--- config.mk ---
export PLATFORM = sky130hd
export DESIGN_NAME = control_frame_deframer_crc16
export DESIGN_NICKNAME = d
export VERILOG_FILES = /design/src/cfd_pkg.sv /design/src/cfd_queue.sv /design/src/cfd_front.sv /design/src/cfd_back.sv /design/src/control_frame_deframer_crc16.sv
export SDC_FILE = /design/constraint.sdc
export NUM_CORES = 1
export LEC_CHECK = 0
export BUFFER_PORTS_ARGS = -buffer_cell sky130_fd_sc_hd__buf_2
export CORE_ASPECT_RATIO = 2
export CORE_MARGIN = 5
export CORE_UTILIZATION = 25
export DETAILED_ROUTE_END_ITERATION = 10
export PLACE_DENSITY = 0.44
export SKIP_CTS_REPAIR_TIMING = 1
export SLEW_MARGIN = 20
export SYNTH_ARGS = -nofsm -noshare
export SYNTH_HDL_FRONTEND = slang
export SYNTH_SLANG_ARGS = --single-unit
--- constraint.sdc ---
create_clock -name i_clk -period 4.95 [get_ports i_clk]
set_input_delay 1.485 -clock i_clk [delete_from_list [all_inputs] [get_ports i_clk]]
set_output_delay 1.485 -clock i_clk [all_outputs]
set_load 0.01 [all_outputs]
--- src/cfd_pkg.sv ---
// shared types and constants for the control frame deframer
// no dependencies
package cfd_pkg;

    localparam int CHANNELS_DEF = 32;
    localparam int RESULT_SLOTS = 32;
    localparam int QUEUE_DEPTH  = 2;

    localparam logic [7:0]  SYNC_A   = 8'hAA;
    localparam logic [7:0]  SYNC_B   = 8'h55;
    localparam logic [15:0] CRC_INIT = 16'hFFFF;
    localparam logic [15:0] CRC_POLY = 16'h1021;
    localparam logic [7:0]  VERSION_RST = 8'd1;

    localparam int POS_SYNC_A  = 0;
    localparam int POS_SYNC_B  = 1;
    localparam int POS_VERSION = 2;
    localparam int POS_LEN_LO  = 6;
    localparam int POS_LEN_HI  = 7;
    localparam int HEADER_BYTES = 8;
    localparam int MIN_BYTES    = 2;

    typedef enum logic [2:0] {
        ST_OK      = 3'd0,
        ST_SHORT   = 3'd1,
        ST_VERSION = 3'd2,
        ST_LENGTH  = 3'd3,
        ST_CRC     = 3'd4
    } t_status_e;

    typedef enum logic [1:0] {
        BK_IDLE,
        BK_READ,
        BK_SHOW
    } t_back_state_e;

endpackage

--- src/cfd_queue.sv ---
// short command queue between the byte front end and the result back end
// depends on cfd_pkg
module cfd_queue (
    input  logic                i_clk,
    input  logic                i_rst_n,
    input  logic                i_push,
    input  cfd_pkg::t_status_e  i_push_status,
    input  logic                i_pop,
    output logic                o_valid,
    output cfd_pkg::t_status_e  o_status,
    output logic                o_full
);
    import cfd_pkg::*;

    localparam int PW = (QUEUE_DEPTH > 1) ? $clog2(QUEUE_DEPTH) : 1;
    localparam int CW = $clog2(QUEUE_DEPTH + 1);

    t_status_e        r_data [QUEUE_DEPTH];
    logic [PW-1:0]    r_wr_ptr, n_wr_ptr;
    logic [PW-1:0]    r_rd_ptr, n_rd_ptr;
    logic [CW-1:0]    r_count, n_count;

    function automatic logic [PW-1:0] ptr_inc(input logic [PW-1:0] p);
        logic [PW-1:0] res;
        if (p == PW'(QUEUE_DEPTH - 1)) begin
            res = '0;
        end else begin
            res = p + PW'(1);
        end
        return res;
    endfunction

    always_comb begin
        n_wr_ptr = r_wr_ptr;
        n_rd_ptr = r_rd_ptr;
        n_count  = r_count;
        if (i_push) begin
            n_wr_ptr = ptr_inc(r_wr_ptr);
        end
        if (i_pop) begin
            n_rd_ptr = ptr_inc(r_rd_ptr);
        end
        if (i_push && !i_pop) begin
            n_count = r_count + CW'(1);
        end else if (!i_push && i_pop) begin
            n_count = r_count - CW'(1);
        end
    end

    always_ff @(posedge i_clk) begin
        if (!i_rst_n) begin
            r_wr_ptr <= '0;
            r_rd_ptr <= '0;
            r_count  <= '0;
        end else begin
            r_wr_ptr <= n_wr_ptr;
            r_rd_ptr <= n_rd_ptr;
            r_count  <= n_count;
        end
    end

    always_ff @(posedge i_clk) begin
        if (i_push) begin
            r_data[r_wr_ptr] <= i_push_status;
        end
    end

    assign o_valid  = (r_count != '0);
    assign o_full   = (r_count == CW'(QUEUE_DEPTH));
    assign o_status = r_data[r_rd_ptr];

endmodule

--- src/cfd_front.sv ---
// byte front end: sync, header checks, crc16, channel capture, chunk classification
// depends on cfd_pkg
module cfd_front #(
    parameter int CHANNELS = cfd_pkg::CHANNELS_DEF,
    parameter int AW       = 5
) (
    input  logic                i_clk,
    input  logic                i_rst_n,
    input  logic                i_valid,
    output logic                o_ready,
    input  logic [7:0]          i_data_byte,
    input  logic                i_chunk_end,
    input  logic [7:0]          i_expected_version,
    input  logic                i_store_busy,
    input  logic                i_queue_full,
    output logic                o_push,
    output cfd_pkg::t_status_e  o_push_status,
    output logic                o_wr_en,
    output logic [AW-1:0]       o_wr_addr,
    output logic [15:0]         o_wr_data
);
    import cfd_pkg::*;

    localparam int PAYLOAD_BYTES = 2 * CHANNELS;
    localparam int FRAME_BYTES   = HEADER_BYTES + PAYLOAD_BYTES + 2;
    localparam int BW            = $clog2(FRAME_BYTES + 1);

    localparam logic [BW-1:0] P_SYNC_A  = BW'(POS_SYNC_A);
    localparam logic [BW-1:0] P_SYNC_B  = BW'(POS_SYNC_B);
    localparam logic [BW-1:0] P_VERSION = BW'(POS_VERSION);
    localparam logic [BW-1:0] P_LEN_LO  = BW'(POS_LEN_LO);
    localparam logic [BW-1:0] P_LEN_HI  = BW'(POS_LEN_HI);
    localparam logic [BW-1:0] P_HEADER  = BW'(HEADER_BYTES);
    localparam logic [BW-1:0] P_CRC_LO  = BW'(HEADER_BYTES + PAYLOAD_BYTES);
    localparam logic [BW-1:0] P_CRC_HI  = BW'(HEADER_BYTES + PAYLOAD_BYTES + 1);
    localparam logic [BW-1:0] P_FRAME   = BW'(FRAME_BYTES);
    localparam logic [BW-1:0] P_MIN     = BW'(MIN_BYTES);
    localparam logic [15:0]   LEN_EXP   = 16'(PAYLOAD_BYTES);

    logic [BW-1:0] r_count,  n_count;
    logic          r_sync,   n_sync;
    logic          r_ver_ok, n_ver_ok;
    logic [15:0]   r_length, n_length;
    logic [15:0]   r_crc,    n_crc;
    logic [15:0]   r_rx_crc, n_rx_crc;
    logic [7:0]    r_hold,   n_hold;

    logic          accept;
    logic          in_payload;
    logic [BW-1:0] offset;

    function automatic logic [15:0] crc_byte(input logic [15:0] crc, input logic [7:0] b);
        logic [15:0] c;
        c = crc ^ {b, 8'h00};
        for (int k = 0; k < 8; k++) begin
            if (c[15]) begin
                c = {c[14:0], 1'b0} ^ CRC_POLY;
            end else begin
                c = {c[14:0], 1'b0};
            end
        end
        return c;
    endfunction

    assign in_payload = (r_count >= P_HEADER) && (r_count < P_CRC_LO);
    assign offset     = r_count - P_HEADER;
    assign o_ready    = !i_queue_full && !(i_store_busy && in_payload);
    assign accept     = i_valid && o_ready;

    assign o_wr_en   = accept && in_payload && offset[0];
    assign o_wr_addr = AW'(offset >> 1);
    assign o_wr_data = {i_data_byte, r_hold};

    always_comb begin
        n_count       = r_count;
        n_sync        = r_sync;
        n_ver_ok      = r_ver_ok;
        n_length      = r_length;
        n_crc         = r_crc;
        n_rx_crc      = r_rx_crc;
        n_hold        = r_hold;
        o_push        = 1'b0;
        o_push_status = ST_OK;
        if (accept) begin
            if (r_count < P_FRAME) begin
                if (r_count == P_SYNC_A) begin
                    n_sync = (i_data_byte == SYNC_A);
                end else if (r_count == P_SYNC_B) begin
                    n_sync = r_sync && (i_data_byte == SYNC_B);
                end else if (r_count == P_VERSION) begin
                    n_ver_ok = (i_data_byte == i_expected_version);
                end else if (r_count == P_LEN_LO) begin
                    n_hold = i_data_byte;
                end else if (r_count == P_LEN_HI) begin
                    n_length = {i_data_byte, r_hold};
                end else if (in_payload) begin
                    if (!offset[0]) begin
                        n_hold = i_data_byte;
                    end
                end else if (r_count == P_CRC_LO) begin
                    n_hold = i_data_byte;
                end else if (r_count == P_CRC_HI) begin
                    n_rx_crc = {i_data_byte, r_hold};
                end
                if (r_count < P_CRC_LO) begin
                    n_crc = crc_byte(r_crc, i_data_byte);
                end
                n_count = r_count + BW'(1);
            end
            if (i_chunk_end) begin
                if ((n_count >= P_MIN) && n_sync) begin
                    o_push = 1'b1;
                    if (n_count < P_FRAME) begin
                        o_push_status = ST_SHORT;
                    end else if (!n_ver_ok) begin
                        o_push_status = ST_VERSION;
                    end else if (n_length != LEN_EXP) begin
                        o_push_status = ST_LENGTH;
                    end else if (n_rx_crc != n_crc) begin
                        o_push_status = ST_CRC;
                    end else begin
                        o_push_status = ST_OK;
                    end
                end
                n_count  = '0;
                n_sync   = 1'b0;
                n_ver_ok = 1'b0;
                n_length = '0;
                n_crc    = CRC_INIT;
                n_rx_crc = '0;
                n_hold   = '0;
            end
        end
    end

    always_ff @(posedge i_clk) begin
        if (!i_rst_n) begin
            r_count  <= '0;
            r_sync   <= 1'b0;
            r_ver_ok <= 1'b0;
            r_length <= '0;
            r_crc    <= CRC_INIT;
            r_rx_crc <= '0;
            r_hold   <= '0;
        end else begin
            r_count  <= n_count;
            r_sync   <= n_sync;
            r_ver_ok <= n_ver_ok;
            r_length <= n_length;
            r_crc    <= n_crc;
            r_rx_crc <= n_rx_crc;
            r_hold   <= n_hold;
        end
    end

endmodule

--- src/cfd_back.sv ---
// result back end: channel store and result sequencer with output register
// depends on cfd_pkg
module cfd_back #(
    parameter int CHANNELS = cfd_pkg::CHANNELS_DEF,
    parameter int AW       = 5
) (
    input  logic                i_clk,
    input  logic                i_rst_n,
    input  logic                i_wr_en,
    input  logic [AW-1:0]       i_wr_addr,
    input  logic [15:0]         i_wr_data,
    input  logic                i_cmd_valid,
    input  cfd_pkg::t_status_e  i_cmd_status,
    output logic                o_cmd_pop,
    output logic                o_busy,
    output logic                o_valid,
    input  logic                i_ready,
    output logic [2:0]          o_status,
    output logic [4:0]          o_channel_index,
    output logic signed [15:0]  o_channel_value,
    output logic                o_last
);
    import cfd_pkg::*;

    localparam int NRES = (CHANNELS < RESULT_SLOTS) ? CHANNELS : RESULT_SLOTS;
    localparam logic [4:0] IDX_LAST = 5'(NRES - 1);

    logic [15:0]   r_mem [CHANNELS];
    logic [15:0]   r_rd_data;
    t_back_state_e r_state, n_state;
    logic [4:0]    r_idx;
    logic          r_err;
    t_status_e     r_status;
    logic          done;

    assign done = r_err || (r_idx == IDX_LAST);

    always_comb begin
        n_state = r_state;
        unique case (r_state)
            BK_IDLE: begin
                if (i_cmd_valid) begin
                    n_state = (i_cmd_status == ST_OK) ? BK_READ : BK_SHOW;
                end
            end
            BK_READ: begin
                n_state = BK_SHOW;
            end
            BK_SHOW: begin
                if (i_ready) begin
                    n_state = done ? BK_IDLE : BK_READ;
                end
            end
            default: begin
                n_state = BK_IDLE;
            end
        endcase
    end

    always_comb begin
        o_cmd_pop = 1'b0;
        o_valid   = 1'b0;
        unique case (r_state)
            BK_IDLE: begin
                o_cmd_pop = i_cmd_valid;
            end
            BK_READ: begin
                o_valid = 1'b0;
            end
            BK_SHOW: begin
                o_valid = 1'b1;
            end
            default: begin
                o_valid = 1'b0;
            end
        endcase
    end

    always_ff @(posedge i_clk) begin
        if (!i_rst_n) begin
            r_state <= BK_IDLE;
        end else begin
            r_state <= n_state;
        end
    end

    always_ff @(posedge i_clk) begin
        if (o_cmd_pop) begin
            r_idx    <= '0;
            r_err    <= (i_cmd_status != ST_OK);
            r_status <= i_cmd_status;
        end else if ((r_state == BK_SHOW) && i_ready && !done) begin
            r_idx <= r_idx + 5'd1;
        end
    end

    always_ff @(posedge i_clk) begin
        if (i_wr_en) begin
            r_mem[i_wr_addr] <= i_wr_data;
        end
        if (r_state == BK_READ) begin
            r_rd_data <= r_mem[AW'(r_idx)];
        end
    end

    assign o_busy          = (r_state != BK_IDLE);
    assign o_status        = r_err ? r_status : ST_OK;
    assign o_channel_index = r_err ? 5'd0 : r_idx;
    assign o_channel_value = r_err ? 16'sd0 : $signed(r_rd_data);
    assign o_last          = done;

endmodule

--- src/control_frame_deframer_crc16.sv ---
// control frame deframer top level: version register, front end, queue, back end
// depends on cfd_pkg, cfd_front, cfd_queue, cfd_back
//
// input channel: one byte per item (i_data_byte) with i_chunk_end on the last
// byte of a chunk, handshake i_valid / o_ready. a chunk opening with 0xAA 0x55
// is checked for version, payload length and crc16-ccitt and gives either one
// error result or one result per channel (up to 32), the final one with o_last.
// other chunks give nothing. output channel: o_valid / i_ready with o_status,
// o_channel_index, o_channel_value, o_last.
// bytes are taken one per cycle while o_ready is high. the status pushed at a
// chunk end is popped by the idle back end, which shows an error result directly
// but reads each channel result through a registered store read before it shows.
// a two-entry status queue sits between the byte front end and the result
// sequencer, so header bytes of the next chunk keep flowing during a burst;
// payload bytes wait while the store is still being read out.
// when the receiver stalls the result register holds; the input stalls only
// once the queue is full or as above. synchronous reset clears all chunk state
// and sets the expected version to 1; i_cfg_wr_en writes it.
module control_frame_deframer_crc16 #(
    parameter int CHANNELS = cfd_pkg::CHANNELS_DEF
) (
    input  logic               i_clk,
    input  logic               i_rst_n,
    input  logic               i_cfg_wr_en,
    input  logic [7:0]         i_cfg_wr_data,
    input  logic               i_valid,
    output logic               o_ready,
    input  logic [7:0]         i_data_byte,
    input  logic               i_chunk_end,
    output logic               o_valid,
    input  logic               i_ready,
    output logic [2:0]         o_status,
    output logic [4:0]         o_channel_index,
    output logic signed [15:0] o_channel_value,
    output logic               o_last
);
    import cfd_pkg::*;

    localparam int AW = (CHANNELS > 1) ? $clog2(CHANNELS) : 1;

    logic [7:0]    r_expected_version;
    logic          q_full, q_valid, q_pop, push;
    t_status_e     push_status, q_status;
    logic          back_busy;
    logic          wr_en;
    logic [AW-1:0] wr_addr;
    logic [15:0]   wr_data;

    always_ff @(posedge i_clk) begin
        if (!i_rst_n) begin
            r_expected_version <= VERSION_RST;
        end else if (i_cfg_wr_en) begin
            r_expected_version <= i_cfg_wr_data;
        end
    end

    cfd_front #(
        .CHANNELS (CHANNELS),
        .AW       (AW)
    ) u_front (
        .i_clk              (i_clk),
        .i_rst_n            (i_rst_n),
        .i_valid            (i_valid),
        .o_ready            (o_ready),
        .i_data_byte        (i_data_byte),
        .i_chunk_end        (i_chunk_end),
        .i_expected_version (r_expected_version),
        .i_store_busy       (back_busy || q_valid),
        .i_queue_full       (q_full),
        .o_push             (push),
        .o_push_status      (push_status),
        .o_wr_en            (wr_en),
        .o_wr_addr          (wr_addr),
        .o_wr_data          (wr_data)
    );

    cfd_queue u_queue (
        .i_clk         (i_clk),
        .i_rst_n       (i_rst_n),
        .i_push        (push),
        .i_push_status (push_status),
        .i_pop         (q_pop),
        .o_valid       (q_valid),
        .o_status      (q_status),
        .o_full        (q_full)
    );

    cfd_back #(
        .CHANNELS (CHANNELS),
        .AW       (AW)
    ) u_back (
        .i_clk           (i_clk),
        .i_rst_n         (i_rst_n),
        .i_wr_en         (wr_en),
        .i_wr_addr       (wr_addr),
        .i_wr_data       (wr_data),
        .i_cmd_valid     (q_valid),
        .i_cmd_status    (q_status),
        .o_cmd_pop       (q_pop),
        .o_busy          (back_busy),
        .o_valid         (o_valid),
        .i_ready         (i_ready),
        .o_status        (o_status),
        .o_channel_index (o_channel_index),
        .o_channel_value (o_channel_value),
        .o_last          (o_last)
    );

endmodule
==> flow_metrics.env <==
export IMPL_cp_start_kind="register"
export IMPL_cts_tree="yes"
export IMPL_reg2reg_to="u_queue.r_data[0][1]$_DFFE_PP_"
export IMPL_ioPinCount=49
export IMPL_core_area_um2=101000
export IMPL_dp_hpwl_mm=51.0
export IMPL_htreeDepth=2
export IMPL_clockRootBuffer="clkbuf_16"
export IMPL_drc=0
export IMPL_wl_met3_mm=1.83
export IMPL_syn_to_final_growth_pct=16.2
export IMPL_tns_ns=0
export IMPL_seqPwrFrac_pct=48.2
export IMPL_hp_class="register to register"
export IMPL_async_flop_share_pct=0
export IMPL_drt_iter0_drc=716
export IMPL_crit_start="u_front.r_count[1]$_SDFFE_PN0P_"
export IMPL_min_period_over_period_pct=89.4
export IMPL_final_min_clock_period_ns=4.43
export IMPL_ys_ff_latch=623
export IMPL_slowest_stage="dfxtp_1"
export IMPL_clock_sinks=623
export IMPL_postRouteAntennaNets=0
export IMPL_grt_max_degree=77
export IMPL_slew_viol_final=0
export IMPL_max_freq_ghz=0.226
export IMPL_numCtsBuffers=53
export IMPL_rows=165
export IMPL_maxCapViolCount=0
export IMPL_slew_headroom_pct=13.1
export IMPL_syn_area_um2=25300
export IMPL_firstDrtPassIters=5
export IMPL_r2r_cells=8
export IMPL_r2r_slack_ns=0.77
export IMPL_required_ns=3.46
export IMPL_gp_congestion=0.935
export IMPL_final_setup_viol_count=0
export IMPL_cts_buffer_depth=3
export IMPL_finClkSkew_ns=0.0177
export IMPL_worst_path_buf_inv=2
export IMPL_rsz0062_at_grt="no"
export IMPL_ys_seq_area_share_pct=70.6
export IMPL_switchingPower_mw=3.08
export IMPL_vias=13000
export IMPL_syn_inst=1372
export IMPL_gr_total_overflow=0
export IMPL_cp_end_kind="output port"
export IMPL_final_cell_mix="538 x edfxtp_1, 160 x mux4_2, 79 x dfxtp_1, 70 x buf_4, 67 x nor2b_1"
export IMPL_io_buffers=48
export IMPL_final_common_cell="edfxtp_1"
export IMPL_drt_wl_total_mm=74.8
export IMPL_arrival_ns=2.94
export IMPL_powerDensity_nw_per_um2=418
export IMPL_intPower_mw=9.21
export IMPL_tightestPinTransition_ns=1.29
export IMPL_syn_avg_cell_area_um2=18.4
export IMPL_post_drt_wl_per_cell_um=26.3
export IMPL_grt_pass1_vias=14200
export IMPL_grt_pass1_wl_mm=106
export IMPL_viasPerCell=4.56
export IMPL_clock_power_share_pct=36.4
export IMPL_path_cells="inv_1 -> ha_1 -> nor4bb_1 -> nor3_1 -> or2_2 -> o21a_1 -> buf_2"
export IMPL_crit_family="simple AND/OR/NAND/NOR gates"
export IMPL_utilization_pct=29.2
export IMPL_clk_latency_ns=0.61
export IMPL_track_usage_pct=13.6
export IMPL_leakage_nw=8.82
export IMPL_yosys_warnings=0
export IMPL_start_util_pct=25.1
export IMPL_wl_met1_mm=24.5
export IMPL_crit_path_max_incr_delay_ns=0.51
export IMPL_swShare_pct=25.1
export IMPL_synth_edff_count=538
export IMPL_die_area_um2=108000
export IMPL_path_class="register to output port"
export IMPL_hold_viol_final=0
export IMPL_drive_above_1_share_pct=28.4
export IMPL_combPwrFrac_pct=15.4
export IMPL_met2WireLength_mm=44.1
export IMPL_reg2reg_from="u_front.r_count[1]$_SDFFE_PN0P_"
export IMPL_die_h_um=460
export IMPL_path_clk_slew_ns=0.07
export IMPL_synth_nets=1404
export IMPL_die_w_um=235
export IMPL_synth_main_ff_cell="edfxtp_1"
export IMPL_peakVddDrop_mv=0.220
export IMPL_status="completed"
export IMPL_layout_nets=1501
export IMPL_crit_fanout=9
export IMPL_endpoint="o_ready"
export IMPL_critical_path_depth=7
export IMPL_grt_antenna_before_repair=5
export IMPL_yosys_cell_types_count=61
export IMPL_topRoutingLayerUsed="met5"
-- tightest hold or removal path, cell delays in order (launching register included) --
cell	delay (ns)
dfxtp_1	0.31
nand2_1	0.05
a21boi_0	0.07
-- worst min path at each step --
stage                                          endpoint                           from  cells after the start  slack, ns
after floorplan           u_front.r_ver_ok$_SDFFE_PN0P_  u_front.r_ver_ok$_SDFFE_PN0P_                      2       0.44
after CTS                 u_front.r_ver_ok$_SDFFE_PN0P_  u_front.r_ver_ok$_SDFFE_PN0P_                      2       0.48
after global placement    u_front.r_ver_ok$_SDFFE_PN0P_  u_front.r_ver_ok$_SDFFE_PN0P_                      2       0.46
after detailed placement  u_front.r_ver_ok$_SDFFE_PN0P_  u_front.r_ver_ok$_SDFFE_PN0P_                      2       0.47
final                     u_front.r_ver_ok$_SDFFE_PN0P_  u_front.r_ver_ok$_SDFFE_PN0P_                      2       0.48
after global routing      u_front.r_ver_ok$_SDFFE_PN0P_  u_front.r_ver_ok$_SDFFE_PN0P_                      2       0.49
-- registers in the layout, indices dropped and copies added (netlist names), 2 cells and up, named ones only --
| register | cells |
|---|---|
| r_expected_version | 8 |
| u_back.r_idx | 5 |
| u_back.r_mem | 512 |
| u_back.r_rd_data | 16 |
| u_back.r_state | 2 |
| u_back.r_status | 3 |
| u_front.r_count | 7 |
| u_front.r_crc | 16 |
| u_front.r_hold | 8 |
| u_front.r_length | 16 |
| u_front.r_rx_crc | 16 |
| u_queue.r_count | 2 |
| u_queue.r_data | 6 |
-- power groups by stage --
stage | Sequential, mW | Combinational [mW] | Clock [mW]
floorplan | 5.92 | 1.43 | 0
global placement | 6.05 | 1.94 | 0
detailed placement | 6.05 | 1.94 | 0
CTS | 5.93 | 1.95 | 4.63
global route | 5.94 | 2.04 | 4.82
finish | 5.92 | 1.89 | 4.48
-- kinds of logic after synthesis --
| logic type | Yosys count | synth area share, % |
|---|---|---|
| flip-flops | 623 | 70.6 |
| AND/OR/NAND/NOR | 260 | 5.56 |
| multiplexers | 216 | 16.6 |
| AO/OA/AOI/OAI | 122 | 3.40 |
| buffers and inverters | 92 | 1.52 |
| XOR/XNOR | 49 | 1.84 |
| adder cells (fa/ha/maj) | 10 | 0.495 |
-- through the flow --
stage,cell area (um^2),cells,hold slack [ns],setup WS [ns],total power [mW]
after floorplan,25300,1372,0.438,1.23,7.34
final,29400,2850,0.481,0.524,12.3
after global placement,27500,2750,0.460,0.305,7.99
after CTS,29400,2849,0.477,0.459,12.5
after detailed placement,27500,2750,0.468,0.370,8.00
after global routing,29400,2849,0.494,0.379,12.8
-- synthesized netlist by cell type, types with 14 or more instances --
library cell  number  share of area, %
mux2i_1           31               1.2
edfxtp_1         538                64
mux4_2           160                14
clkbuf_1          44              0.65
xnor2_1           32               1.1
a22oi_1           34               1.0
dfxtp_1           85               6.7
nor2_1            55              0.82
nand2_1           37              0.55
xor2_1            14              0.48
buf_2             25              0.49
mux2_2            23               1.0
nand3_1           19              0.38
nor2b_1           68               1.7
o21ai_0           16              0.32
-- layout make-up --
class,instances,area [um^2]
Antenna cell,1,2.50
Clock buffer,67,1420
Fill cell,10100,71400
Timing Repair Buffer,120,806
Clock inverter,32,417
Tap cell,1336,1670
Multi-Input combinational cell,657,7150
Inverter,14,52.6
Sequential cell,623,17900
-- layer usage --
metal | vias to the layer above | global-route usage (%)
met5 | - | 0
met4 | 6 | 7.16
met3 | 126 | 1.45
met2 | 221 | 27.9
met1 | 6952 | 12.9
li1 | 5698 | -
Power figures use the tool's default switching activity.
